**config.mk**
```make
export PLATFORM = sky130hd
export DESIGN_NAME = periodic_task_scheduler_core
export DESIGN_NICKNAME = d
export VERILOG_FILES = /design/src/design/pts_pkg.sv /design/src/design/pts_front.sv /design/src/design/pts_back.sv /design/src/design/periodic_task_scheduler_core.sv
export SDC_FILE = /design/constraint.sdc
export NUM_CORES = 1
export LEC_CHECK = 0
export ABC_CLOCK_PERIOD_IN_PS = 17300
export CORE_ASPECT_RATIO = 1.2
export CORE_UTILIZATION = 35
export DETAILED_ROUTE_END_ITERATION = 7
export DONT_BUFFER_PORTS = 1
export SLEW_MARGIN = 20
export SYNTH_ARGS = -nofsm -noshare
export SYNTH_HDL_FRONTEND = slang
export SYNTH_SLANG_ARGS = --single-unit
export TNS_END_PERCENT = 5
```
**constraint.sdc**
```tcl
create_clock -name clk -period 17.3 [get_ports clk]
set_input_delay 1.73 -clock clk [delete_from_list [all_inputs] [get_ports clk]]
set_output_delay 1.73 -clock clk [all_outputs]
set_load 0.02 [all_outputs]
```
**src/design/pts_pkg.sv**
```systemverilog
`default_nettype none

package pts_pkg;

    localparam int TASK_SLOTS_DEFAULT = 8;
    localparam int MAX_RESULTS        = 8;
    localparam int INDEX_W            = 8;
    localparam int VALUE_W            = 32;
    localparam int DUE_TASK_W         = 3;

    typedef enum logic [2:0] {
        OP_TICK    = 3'd0,
        OP_ADD     = 3'd1,
        OP_SUSPEND = 3'd2,
        OP_RESUME  = 3'd3,
        OP_DELETE  = 3'd4,
        OP_SLEEP   = 3'd5,
        OP_WAKE    = 3'd6,
        OP_SCAN    = 3'd7
    } op_t;

    typedef enum logic [1:0] {
        ST_OK         = 2'd0,
        ST_ZERO_SLEEP = 2'd1,
        ST_NOT_USED   = 2'd2,
        ST_BAD_INDEX  = 2'd3
    } status_t;

    // One classified command as it waits between the front and the back.
    typedef struct packed {
        op_t                op;
        logic               bad_index;
        logic               zero_len;
        logic [INDEX_W-1:0] task_index;
        logic [VALUE_W-1:0] operand_value;
    } cmd_t;

    typedef struct packed {
        status_t               status;
        logic                  due;
        logic [DUE_TASK_W-1:0] due_task;
        logic                  last;
    } result_t;

endpackage

`default_nettype wire

```
**src/design/pts_front.sv**
```systemverilog
`default_nettype none

module pts_front
    import pts_pkg::*;
#(
    parameter int TASK_SLOTS = TASK_SLOTS_DEFAULT
)
(
    input  wire logic               clk,
    input  wire logic               rst_n,
    input  wire logic               in_valid,
    output logic                    in_ready,
    input  wire op_t                in_op,
    input  wire logic [INDEX_W-1:0] in_index,
    input  wire logic [VALUE_W-1:0] in_value,
    output logic                    cmd_valid,
    input  wire logic               cmd_pop,
    output cmd_t                    cmd
);

    // Two-entry queue decouples the classifier from the executor.
    cmd_t       fifo_reg [2];
    logic       wr_ptr_reg, wr_ptr_next;
    logic       rd_ptr_reg, rd_ptr_next;
    logic [1:0] count_reg, count_next;
    logic       push;
    cmd_t       classified;

    always_comb
    begin
        classified.op            = in_op;
        classified.bad_index     = (in_op != OP_TICK) && (in_op != OP_SCAN) &&
                                   (in_index >= INDEX_W'(TASK_SLOTS));
        classified.zero_len      = (in_value == '0);
        classified.task_index    = in_index;
        classified.operand_value = in_value;
    end

    assign in_ready  = (count_reg != 2'd2);
    assign push      = in_valid && in_ready;
    assign cmd_valid = (count_reg != 2'd0);
    assign cmd       = fifo_reg[rd_ptr_reg];

    always_comb
    begin
        wr_ptr_next = wr_ptr_reg;
        rd_ptr_next = rd_ptr_reg;
        count_next  = count_reg;
        if (push)
        begin
            wr_ptr_next = ~wr_ptr_reg;
        end
        if (cmd_pop && cmd_valid)
        begin
            rd_ptr_next = ~rd_ptr_reg;
        end
        case ({push, cmd_pop && cmd_valid})
            2'b10:   count_next = count_reg + 2'd1;
            2'b01:   count_next = count_reg - 2'd1;
            default: count_next = count_reg;
        endcase
    end

    always_ff @(posedge clk or negedge rst_n)
    begin
        if (!rst_n)
        begin
            wr_ptr_reg <= 1'b0;
            rd_ptr_reg <= 1'b0;
            count_reg  <= 2'd0;
        end
        else
        begin
            wr_ptr_reg <= wr_ptr_next;
            rd_ptr_reg <= rd_ptr_next;
            count_reg  <= count_next;
        end
    end

    always_ff @(posedge clk)
    begin
        if (push)
        begin
            fifo_reg[wr_ptr_reg] <= classified;
        end
    end

    assert property (@(posedge clk) disable iff (!rst_n) count_reg != 2'd3)
        else $error("queue fill count went past its depth");

endmodule

`default_nettype wire

```
**src/design/pts_back.sv**
```systemverilog
`default_nettype none

module pts_back
    import pts_pkg::*;
#(
    parameter int TASK_SLOTS = TASK_SLOTS_DEFAULT
)
(
    input  wire logic clk,
    input  wire logic rst_n,
    input  wire logic cmd_valid,
    output logic      cmd_pop,
    input  wire cmd_t cmd,
    output logic      res_valid,
    input  wire logic res_ready,
    output result_t   res
);

    localparam int SLOT_W = (TASK_SLOTS > 1) ? $clog2(TASK_SLOTS) : 1;
    localparam int CNT_W  = $clog2(MAX_RESULTS + 1);
    localparam logic [SLOT_W-1:0] LAST_SLOT = SLOT_W'(TASK_SLOTS - 1);

    typedef enum logic [1:0] {
        S_IDLE,
        S_SCAN,
        S_FINISH
    } state_t;

    state_t                  state_reg, state_next;
    logic [VALUE_W-1:0]      tick_reg, tick_next;
    logic [TASK_SLOTS-1:0]   used_reg, used_next;
    logic [TASK_SLOTS-1:0]   running_reg, running_next;
    logic [TASK_SLOTS-1:0]   sleeping_reg, sleeping_next;
    logic [SLOT_W-1:0]       idx_reg, idx_next;
    logic [CNT_W-1:0]        cnt_reg, cnt_next;
    logic                    held_reg, held_next;
    logic [SLOT_W-1:0]       held_task_reg, held_task_next;
    logic                    out_valid_reg, out_valid_next;
    result_t                 out_data_reg, out_data_next;

    // Per-slot words live in single-port-read memories; used flags gate every use of the read data.
    logic [VALUE_W-1:0] period_mem   [TASK_SLOTS];
    logic [VALUE_W-1:0] last_run_mem [TASK_SLOTS];
    logic [VALUE_W-1:0] sleep_mem    [TASK_SLOTS];
    logic [VALUE_W-1:0] rd_period_reg, rd_last_reg, rd_sleep_reg;

    logic               per_we, lr_we, sl_we;
    logic [SLOT_W-1:0]  wr_addr, rd_addr, idx_step;
    logic [VALUE_W-1:0] per_wdata, lr_wdata, sl_wdata;

    logic               out_free, emit;
    result_t            emit_res;
    logic [SLOT_W-1:0]  slot;
    logic [VALUE_W-1:0] elapsed;
    logic               active, wake, awake, slot_due, advance;
    logic [SLOT_W+2:0]  held_ext;

    assign out_free  = !out_valid_reg || res_ready;
    assign res_valid = out_valid_reg;
    assign res       = out_data_reg;
    assign slot      = cmd.task_index[SLOT_W-1:0];
    assign idx_step  = (idx_reg == LAST_SLOT) ? idx_reg : idx_reg + SLOT_W'(1);
    assign held_ext  = {3'b000, held_task_reg};

    // Slot evaluation for the current scan position.
    assign elapsed  = tick_reg - rd_last_reg;
    assign active   = used_reg[idx_reg] && running_reg[idx_reg];
    assign wake     = active && sleeping_reg[idx_reg] && (elapsed >= rd_sleep_reg);
    assign awake    = !sleeping_reg[idx_reg] || wake;
    assign slot_due = active && awake && (elapsed >= rd_period_reg);
    assign advance  = !(slot_due && held_reg && !out_free);

    always_comb
    begin
        state_next     = state_reg;
        tick_next      = tick_reg;
        used_next      = used_reg;
        running_next   = running_reg;
        sleeping_next  = sleeping_reg;
        idx_next       = idx_reg;
        cnt_next       = cnt_reg;
        held_next      = held_reg;
        held_task_next = held_task_reg;
        cmd_pop        = 1'b0;
        emit           = 1'b0;
        emit_res       = '0;
        per_we         = 1'b0;
        lr_we          = 1'b0;
        sl_we          = 1'b0;
        wr_addr        = slot;
        per_wdata      = cmd.operand_value;
        lr_wdata       = tick_reg;
        sl_wdata       = cmd.operand_value;
        rd_addr        = '0;

        case (state_reg)
            S_IDLE:
            begin
                if (cmd_valid && (cmd.op == OP_SCAN))
                begin
                    cmd_pop    = 1'b1;
                    state_next = S_SCAN;
                    idx_next   = '0;
                    cnt_next   = '0;
                    held_next  = 1'b0;
                end
                else if (cmd_valid && out_free)
                begin
                    cmd_pop         = 1'b1;
                    emit            = 1'b1;
                    emit_res.status = ST_OK;
                    emit_res.last   = 1'b1;
                    if (cmd.op == OP_TICK)
                    begin
                        tick_next = tick_reg + VALUE_W'(1);
                    end
                    else if (cmd.bad_index)
                    begin
                        emit_res.status = ST_BAD_INDEX;
                    end
                    else
                    begin
                        case (cmd.op)
                            OP_ADD:
                            begin
                                per_we              = 1'b1;
                                lr_we               = 1'b1;
                                lr_wdata            = '0;
                                used_next[slot]     = 1'b1;
                                running_next[slot]  = 1'b1;
                                sleeping_next[slot] = 1'b0;
                            end
                            OP_SUSPEND, OP_RESUME:
                            begin
                                if (!used_reg[slot])
                                begin
                                    emit_res.status = ST_NOT_USED;
                                end
                                else
                                begin
                                    running_next[slot] = (cmd.op == OP_RESUME);
                                end
                            end
                            OP_DELETE:
                            begin
                                used_next[slot]     = 1'b0;
                                running_next[slot]  = 1'b0;
                                sleeping_next[slot] = 1'b0;
                            end
                            OP_SLEEP:
                            begin
                                if (cmd.zero_len)
                                begin
                                    emit_res.status = ST_ZERO_SLEEP;
                                end
                                else if (!used_reg[slot])
                                begin
                                    emit_res.status = ST_NOT_USED;
                                end
                                else
                                begin
                                    sl_we               = 1'b1;
                                    lr_we               = 1'b1;
                                    sleeping_next[slot] = 1'b1;
                                end
                            end
                            OP_WAKE:
                            begin
                                if (!used_reg[slot])
                                begin
                                    emit_res.status = ST_NOT_USED;
                                end
                                else
                                begin
                                    sleeping_next[slot] = 1'b0;
                                end
                            end
                            default:
                            begin
                                emit_res.status = ST_OK;
                            end
                        endcase
                    end
                end
            end

            S_SCAN:
            begin
                rd_addr = advance ? idx_step : idx_reg;
                wr_addr = idx_reg;
                if (advance)
                begin
                    if (wake)
                    begin
                        sleeping_next[idx_reg] = 1'b0;
                    end
                    if (slot_due)
                    begin
                        lr_we          = 1'b1;
                        held_next      = 1'b1;
                        held_task_next = idx_reg;
                        cnt_next       = cnt_reg + CNT_W'(1);
                        if (held_reg)
                        begin
                            // A later hit proves the held one is not the final result.
                            emit              = 1'b1;
                            emit_res.status   = ST_OK;
                            emit_res.due      = 1'b1;
                            emit_res.due_task = held_ext[DUE_TASK_W-1:0];
                            emit_res.last     = 1'b0;
                        end
                    end
                    if ((idx_reg == LAST_SLOT) || (cnt_next == CNT_W'(MAX_RESULTS)))
                    begin
                        state_next = S_FINISH;
                    end
                    else
                    begin
                        idx_next = idx_step;
                    end
                end
            end

            S_FINISH:
            begin
                if (out_free)
                begin
                    emit            = 1'b1;
                    emit_res.status = ST_OK;
                    emit_res.last   = 1'b1;
                    if (held_reg)
                    begin
                        emit_res.due      = 1'b1;
                        emit_res.due_task = held_ext[DUE_TASK_W-1:0];
                    end
                    held_next  = 1'b0;
                    state_next = S_IDLE;
                end
            end

            default:
            begin
                state_next = S_IDLE;
            end
        endcase

        out_valid_next = out_valid_reg;
        out_data_next  = out_data_reg;
        if (emit)
        begin
            out_valid_next = 1'b1;
            out_data_next  = emit_res;
        end
        else if (res_ready)
        begin
            out_valid_next = 1'b0;
        end
    end

    always_ff @(posedge clk or negedge rst_n)
    begin
        if (!rst_n)
        begin
            state_reg     <= S_IDLE;
            tick_reg      <= '0;
            used_reg      <= '0;
            running_reg   <= '0;
            sleeping_reg  <= '0;
            idx_reg       <= '0;
            cnt_reg       <= '0;
            held_reg      <= 1'b0;
            held_task_reg <= '0;
            out_valid_reg <= 1'b0;
            out_data_reg  <= '0;
        end
        else
        begin
            state_reg     <= state_next;
            tick_reg      <= tick_next;
            used_reg      <= used_next;
            running_reg   <= running_next;
            sleeping_reg  <= sleeping_next;
            idx_reg       <= idx_next;
            cnt_reg       <= cnt_next;
            held_reg      <= held_next;
            held_task_reg <= held_task_next;
            out_valid_reg <= out_valid_next;
            out_data_reg  <= out_data_next;
        end
    end

    always_ff @(posedge clk)
    begin
        if (per_we)
        begin
            period_mem[wr_addr] <= per_wdata;
        end
        if (lr_we)
        begin
            last_run_mem[wr_addr] <= lr_wdata;
        end
        if (sl_we)
        begin
            sleep_mem[wr_addr] <= sl_wdata;
        end
        rd_period_reg <= period_mem[rd_addr];
        rd_last_reg   <= last_run_mem[rd_addr];
        rd_sleep_reg  <= sleep_mem[rd_addr];
    end

    assert property (@(posedge clk) disable iff (!rst_n)
        cnt_reg <= CNT_W'(MAX_RESULTS))
        else $error("scan reported more tasks than allowed");

    assert property (@(posedge clk) disable iff (!rst_n)
        held_reg |-> (cnt_reg != '0))
        else $error("held result without a counted hit");

    assert property (@(posedge clk) disable iff (!rst_n)
        emit |-> (!out_valid_reg || res_ready))
        else $error("result register overwritten while still pending");

    assert property (@(posedge clk) disable iff (!rst_n)
        cmd_pop |-> (state_reg == S_IDLE))
        else $error("command taken while a scan is in progress");

    assert property (@(posedge clk) disable iff (!rst_n)
        (state_reg == S_SCAN) |=> (state_reg == S_SCAN) || (state_reg == S_FINISH))
        else $error("scan left without its closing result");

endmodule

`default_nettype wire

```
**src/design/periodic_task_scheduler_core.sv**
```systemverilog
// For a control operation or tick, the transaction is registered in the queue and its
// result then in the output register, where m_tvalid rises; a scan or a stalled output can delay it.
// A scan holds the executor while it walks the slots (one slot per cycle through
// the single read port of the slot memories) and while it waits on a stalled output.
// Input transactions are taken every cycle while the two-entry queue has room.
// Reset clears the tick counter, all slot flags, the queue and the output register;
// the slot period, last-run and sleep memories are not cleared and are used only for used slots.
`default_nettype none

module periodic_task_scheduler_core
    import pts_pkg::*;
#(
    parameter int TASK_SLOTS = TASK_SLOTS_DEFAULT
)
(
    input  wire logic        clk,
    input  wire logic        rst_n,
    input  wire logic        s_tvalid,
    output logic             s_tready,
    input  wire logic [39:0] s_tdata,   // [7:0] task_index, [39:8] operand_value
    input  wire logic [2:0]  s_tuser,   // [2:0] op
    output logic             m_tvalid,
    input  wire logic        m_tready,
    output logic [7:0]       m_tdata,   // [1:0] status, [4:2] due_task, [7:5] zero
    output logic             m_tuser,   // [0] due
    output logic             m_tlast
);

    // The front classifies each incoming transaction (range check on the slot
    // index, zero sleep length) and queues it; the back owns all task state.
    logic    cmd_valid;
    logic    cmd_pop;
    cmd_t    cmd;
    result_t res;

    pts_front #(
        .TASK_SLOTS (TASK_SLOTS)
    ) u_front (
        .clk       (clk),
        .rst_n     (rst_n),
        .in_valid  (s_tvalid),
        .in_ready  (s_tready),
        .in_op     (op_t'(s_tuser)),
        .in_index  (s_tdata[7:0]),
        .in_value  (s_tdata[39:8]),
        .cmd_valid (cmd_valid),
        .cmd_pop   (cmd_pop),
        .cmd       (cmd)
    );

    // The back runs control operations straight from its idle state and walks the slots in
    // index order for a scan. A due task is held back one hit so that the
    // final result of the scan can carry tlast.
    pts_back #(
        .TASK_SLOTS (TASK_SLOTS)
    ) u_back (
        .clk       (clk),
        .rst_n     (rst_n),
        .cmd_valid (cmd_valid),
        .cmd_pop   (cmd_pop),
        .cmd       (cmd),
        .res_valid (m_tvalid),
        .res_ready (m_tready),
        .res       (res)
    );

    assign m_tdata = {3'b000, res.due_task, res.status};
    assign m_tuser = res.due;
    assign m_tlast = res.last;

endmodule

`default_nettype wire
```
# Word-level counts from Yosys, hierarchy flattened
# Memory sizes are Yosys's and may differ from the RTL's. A register that Yosys moved wholly into a read port is not among the register bits.
# Cells that the tools add are included.
[totals] reg_bits=81 mem_bits_rw=858 in_bits=47 out_inout_bits=12 wordCells=238 memories=4
[op_classes] n_addsub=6 magnitude_cmp=7 n_eq_ne=31 n_mux=114 bitwise=15 reduce_logical=44
[mem_list] name="u_back.last_run_mem" words=8 width=32 read_ports=1 rd_ports_with_merged_regs=1 write_ports=1 line="pts_back.sv:43" source="logic [VALUE_W-1:0] last_run_mem [TASK_SLOTS];"
[mem_list] name="u_back.period_mem" words=8 width=32 read_ports=1 rd_ports_with_merged_regs=1 write_ports=1 line="pts_back.sv:42" source="logic [VALUE_W-1:0] period_mem [TASK_SLOTS];"
[mem_list] name="u_back.sleep_mem" words=8 width=32 read_ports=1 rd_ports_with_merged_regs=1 write_ports=1 line="pts_back.sv:44" source="logic [VALUE_W-1:0] sleep_mem [TASK_SLOTS];"
[mem_list] name="u_front.fifo_reg" words=2 width=45 read_ports=1 rd_ports_with_merged_regs=0 write_ports=1 line="pts_front.sv:22" source="cmd_t fifo_reg [2];"
[ops] op="$mux 32" n=6
[ops] op="$mux 8" n=10
[ops] op="$ge 32x32->1" n=2
[ops] op="$mux 1" n=48
[ops] op="$pmux 8 s3" n=2
[ops] op="$add 32x1->32 const B" n=1
[ops] op="$and 8x8->8" n=4
[ops] op="$logic_not 32->1" n=1
[ops] op="$pmux 8 s2" n=2
[ops] op="$sub 32x32->32" n=1
[ops] op="$mux 4" n=6
[ops] op="$or 8x8->8" n=3
[ops] op="$mux 3" n=7
[ops] op="$mux 2" n=10
[ops] op="$not 8->8" n=2
[ops] op="$pmux 4 s2" n=2
[ops] op="$eq 3x3->1 const B" n=5
[ops] op="$logic_and 1x1->1" n=15
[ops] op="$mux 7" n=2
[ops] op="$ne 2x1->1 const B" n=7
[ops] op="$bmux 1 s3" n=4
[ops] op="$ne 2x2->1 const B" n=6
[ops] op="$pmux 2 s3" n=2
[ops] op="$reduce_and 4->1" n=3
[ops] op="36 further kinds" n=66

# Depth between registers and ports, before layout
[depth] ltp_word=17 ltp_mapped=26

# Cells and area by module
# A second synthesis with hierarchy kept.
[hier_totals] cells_unflattened=3394 area_unflattened_um2=46203.1
[modules_own_cells] mod="pts_back" instances=1 cells_each=3217 area_per_inst_um2=42622.1 seq_area_each_um2=26910.8
[modules_own_cells] mod="pts_front" instances=1 cells_each=173 area_per_inst_um2=3554.7 seq_area_each_um2=2802.7
[modules_own_cells] mod="periodic_task_scheduler_core" instances=1 cells_each=4 area_per_inst_um2=26.3 seq_area_each_um2=0.0

# Worst setup path before layout
# OpenSTA, ideal clock, no wires.
[synth_timing] path_type="register -> register" startpoint="reg u_back.tick_reg[1]" endpoint="mem u_back.last_run_mem[0][0], enable pin" setup_time_ps=421 arrival_time_ps=6174 t_required_ps=16879 setup_slack_ps=10704 path_stages_with_launch=20 path_buffers=1 cell_sequence="dfrtp_1 > ha_1 > nor2b_1 > o21ai_0 > a21boi_0 > o21ai_1 > o2111a_1 > nor4b_1 > o31a_1 > a31oi_1 > a311o_1 > ha_1 > nand4_1 > nor4_1 > o41ai_4 > a31o_2 > buf_4 > nor4_1 > a21oi_1 > nor2_1"
[synth_between] elab_chain_len=12
[synth_rtl] item="from (decl)" line="pts_back.sv:30" source="logic [VALUE_W-1:0] tick_reg, tick_next;"
[synth_rtl] item="from (signal assigned)" line="pts_back.sv:279" source="tick_reg <= tick_next;"
[synth_rtl] item="$sub 32x32->32 (*)" line="pts_back.sv:66" source="assign elapsed = tick_reg - rd_last_reg;"
[synth_rtl] item="$ge 32x32->1" line="pts_back.sv:68" source="assign wake = active && sleeping_reg[idx_reg] && (elapsed >= rd_sleep_reg);"
[synth_rtl] item="$logic_and 1x1->1" line="pts_back.sv:68"
[synth_rtl] item="$logic_or 1x1->1" line="pts_back.sv:69" source="assign awake = !sleeping_reg[idx_reg] || wake;"
[synth_rtl] item="$logic_and 1x1->1" line="pts_back.sv:70" source="assign slot_due = active && awake && (elapsed >= rd_period_reg);"
[synth_rtl] item="$logic_and 1x1->1 (*)" line="pts_back.sv:70"
[synth_rtl] item="$logic_and 1x1->1 (2 in a row)" line="pts_back.sv:71" source="assign advance = !(slot_due && held_reg && !out_free);"
[synth_rtl] item="$mux 1 (*)" line="pts_back.sv:191" source="if (advance)"
[synth_rtl] item="$pmux 1 s2 (*)" line="pts_back.sv:96" source="case (state_reg)"
[synth_rtl] item="$mux 1 (*)" line="pts_back.sv:298" source="if (lr_we)"
[synth_rtl] item="$mux 1 (implied by the code) (*)" line="pts_back.sv:300" source="last_run_mem[wr_addr] <= lr_wdata;"
[synth_rtl] item="to (decl)" line="pts_back.sv:43"
# Every way passes the cells marked *; elsewhere a longest branch is shown, timed or not.

# Final worst setup path
[layout_timing] startpoint="reg u_back.tick_reg[1]" endpoint="reg u_back.rd_last_reg[6], read port of u_back.last_run_mem"
[layout_between] elab_chain_len=10
[layout_rtl] item="$sub 32x32->32 (*)" line="pts_back.sv:66"
[layout_rtl] item="$ge 32x32->1" line="pts_back.sv:68"
[layout_rtl] item="$logic_and 1x1->1" line="pts_back.sv:68"
[layout_rtl] item="$logic_or 1x1->1" line="pts_back.sv:69"
[layout_rtl] item="$logic_and 1x1->1" line="pts_back.sv:70"
[layout_rtl] item="$logic_and 1x1->1 (*)" line="pts_back.sv:70"
[layout_rtl] item="$logic_and 1x1->1 (*) (2 in a row)" line="pts_back.sv:71"
[layout_rtl] item="$mux 3 (*)" line="pts_back.sv:189" source="rd_addr = advance ? idx_step : idx_reg;"
[layout_rtl] item="$mux 3 (*)" line="pts_back.sv:96"
[layout_rtl] item="to (decl)" line="pts_back.sv:45" source="logic [VALUE_W-1:0] rd_period_reg, rd_last_reg, rd_sleep_reg;"
# Marks and branches as above.
# A chain may end at the register's enable or synchronous reset.

==> metrics.cfg <==
[timing]
finalSetupTns_ps = 0
setup-violations-final = 0
fin_crit_ps = 8300
worst_pin_slew_ps = 1210
final-max-slew-violation-count = 0
max_freq_mhz = 121
final.period_utilization = 0.480
clock_skew_ps = 37.9
relative_slew_slack = 0.195
finalHoldWorstSlack_ps = 501
grt_setup_unrepaired = no
fin_hold_viols = 0

[floorplan]
starting_utilization_of_the_core_area = 0.353
placement_rows = 141
pin_count = 59
core-area_mm2 = 0.123
die_w_um = 323
die_area_mm2 = 0.125
dieHeight_um = 388

[worst_setup_path]
worst_path_max_delay_cell = nor4_1
critical_path_class = register to register
critical_path_cell_count = 20
cp_slowest_stage_delay_ps = 920
worst-path-buf-inv = 1
max_fanout_on_critical_path = 129
critPathCaptureType = register
crit_path_cell_trace = ha_1, nor2b_1, o21ai_0, a21boi_0, o21ai_1, o2111a_1, nor4b_1, o31a_1, a31oi_1, a311o_1, ha_1, nand4_1, nor4_1, o41ai_4, a31oi_4, mux2_8, nand2_8, buf_4, a2111oi_0, nor4_1
cp-start-kind = register
timing.rr.start = u_back.tick_reg[1]
cp_data_required_time_ps = 17830
critical_path.top_delay_family = simple AND/OR/NAND/NOR gates
cp.arrival_ps = 8830
ff2ff_path_depth = 20
r2r-end = u_back.rd_last_reg[6]
setup.reg_to_reg.worst_slack_ps = 9000

[grt]
grt_first_pass_wirelength_mm = 169
globalRouteOverflowTotal = 0
pin_count_of_the_biggest_net_entering_global_routing = 272
grt_pass1_vias = 26600
global_route.usage.total = 0.178
initial_antenna_violation_count = 0

[synth]
synth.top_cells.by_count = edfxtp_1 (848), and3_1 (394), a2111oi_0 (194), clkbuf_1 (156), inv_1 (115)
netlist.top_cell.by_area = edfxtp_1
netlist.area_leader.share = 0.587
async_reset_ff_frac = 0.0790
synth.yosys.warnings = 0
register_area_share_after_synthesis = 0.678
synthCells = 3104
synth.cell_area_mm2 = 0.0434
synthMostInstantiatedCell = edfxtp_1
synth-edff-count = 848
synth.area.top_cells = edfxtp_1 (59%), and3_1 (5.7%), dfrtp_1 (4.7%)
primary_ff_master_synth = edfxtp_1
synth_area_per_cell_um2 = 14.0
synth_seq_cells = 1025
yosys.cell_types.count = 82

[drt]
route.detailed.drc = 0
drt_first_pass_iters = 7
drt-vias-per-instance = 5.61
drt-initial-drc-count = 2222
routed_wirelength_mm = 112
postRouteAntennaNets = 0
wl_per_cell_um = 23.6
via_count = 26700

[pwr]
power.density_cell_area_mw_per_mm2 = 184
totalPowerFinal_w = 0.00888
worst_ir_drop_vdd_mv = 0.199
p_leak_nw = 16.3

[place]
buffer_ports.inserted = 0
post-dp-hpwl_mm = 59.1
dp_cells = 4574
place_congestion = 0.837

[finish]
util_after_layout = 0.393
areaGrowthSynthToFinish_pct = 11.4
top_regs = u_back.last_run_mem: 256 flops, u_back.period_mem: 256 flops, u_back.sleep_mem: 256 flops
layout.cells.non_filler = 4754
n_antenna_cell = 0
share_of_post_route_cells_with_drive_strength_above_1 = 0.0958
layout.nets = 3180

[min_path]
hp-start = u_back.held_task_reg[1]
worstHoldPathType = register to register
worstHoldPathCells = 1
holdPathEnd = u_back.res[2]

[clock_tree]
cts_tree = yes
clock_pin_transition_on_the_worst_setup_and_hold_timing_paths_ps = 60
cts_setup_buffers = 0
clock_tree.root_cell = clkbuf_16
post_cts_hold_buffer_count = 0
clock-sinks = 1025
cts_resized = 0
clkLatencyLatePin_ps = 700
cts_made_buffers = 97
max-clock-path-buffers = 3
cts-htree-levels = 3

[run_status]
outcome = finished, final reports clean

[flow_run]
drv.max_cap_violation_count = 0

-- logic make-up (layout without fill, tap and decap cells) --
family / count (synthesis) / count (layout) / synth area share
flip-flops: 1025 / 1025 / 0.678
AND/OR/NAND/NOR: 869 / 869 / 0.114
AO/OA/AOI/OAI: 620 / 620 / 0.112
buffers and inverters: 350 / 354 / 0.0338
adder cells (fa/ha/maj): 104 / 104 / 0.0302
multiplexers: 71 / 71 / 0.0186
XOR/XNOR: 64 / 64 / 0.0129
other: 1 / 3 / 0.0000865
-- per-layer routing --
| metal | vias to the layer above | global-route usage | wire, um |
|---|---|---|---|
| li1 | 12200 | - | - |
| met1 | 13400 | 0.231 | 46800 |
| met2 | 828 | 0.303 | 55800 |
| met3 | 210 | 0.0247 | 6180 |
| met4 | 0 | 0.0586 | 3170 |
| met5 | - | 0 | 0 |
-- power breakdown --
group	switching [W]	internal [W]
Combinational	0.00240	0.00114
Clock	0.000915	0.00121
Sequential	0.000127	0.00308
Total	0.00345	0.00543
-- metrics by stage --
step	instance area [um2]	setup WS, ps
final	48300	9000
after global routing	48300	8730
after CTS	48300	9220
after detailed placement	45100	9170
after global placement	45100	9190
after floorplan	43400	10700
-- final cells by class --
cell class	count	area, um2
fillers	11400	74700
flip-flops and latches	1025	29400
multi-input cells	1731	12800
clock buffers	134	2660
well taps	1644	2060
clock inverters	46	513
repair buffers	57	453
inverters	117	444
-- layout by cell type, fill, tap and decap left out, types with 72 or more instances in the layout --
cell type    n
dfxtp_1     96
a221oi_1    97
ha_1       102
nor2_1      72
and3_1     393
nand2_1     90
a2111oi_0  194
inv_1      114
clkbuf_16   99
a211oi_1   106
nor4_1     110
dfrtp_1     80
edfxtp_1   848
-- how the worst max path moves through the flow --
stage | from | end
2_1_floorplan | u_back.tick_reg[1] | u_back.last_run_mem[0][0]
3_3_place_gp | u_back.tick_reg[1] | u_back.rd_last_reg[6]
3_5_place_dp | u_back.tick_reg[1] | u_back.rd_last_reg[6]
4_1_cts | u_back.tick_reg[1] | u_back.rd_last_reg[6]
5_1_grt | u_back.tick_reg[1] | u_back.rd_last_reg[6]
6_report | u_back.tick_reg[1] | u_back.rd_last_reg[6]
-- worst register-to-register path, cell delays in order (launching register included) --
cell and delay (ps):
dfrtp_1 440, ha_1 300, nor2b_1 110, o21ai_0 100
a21boi_0 330, o21ai_1 260, o2111a_1 360, nor4b_1 490
o31a_1 290, a31oi_1 110, a311o_1 370, ha_1 310
nand4_1 150, nor4_1 920, o41ai_4 300, a31oi_4 320
mux2_8 510, nand2_8 660, buf_4 1000, a2111oi_0 300
nor4_1 530
No activity file was read; power rests on OpenSTA's default activity.
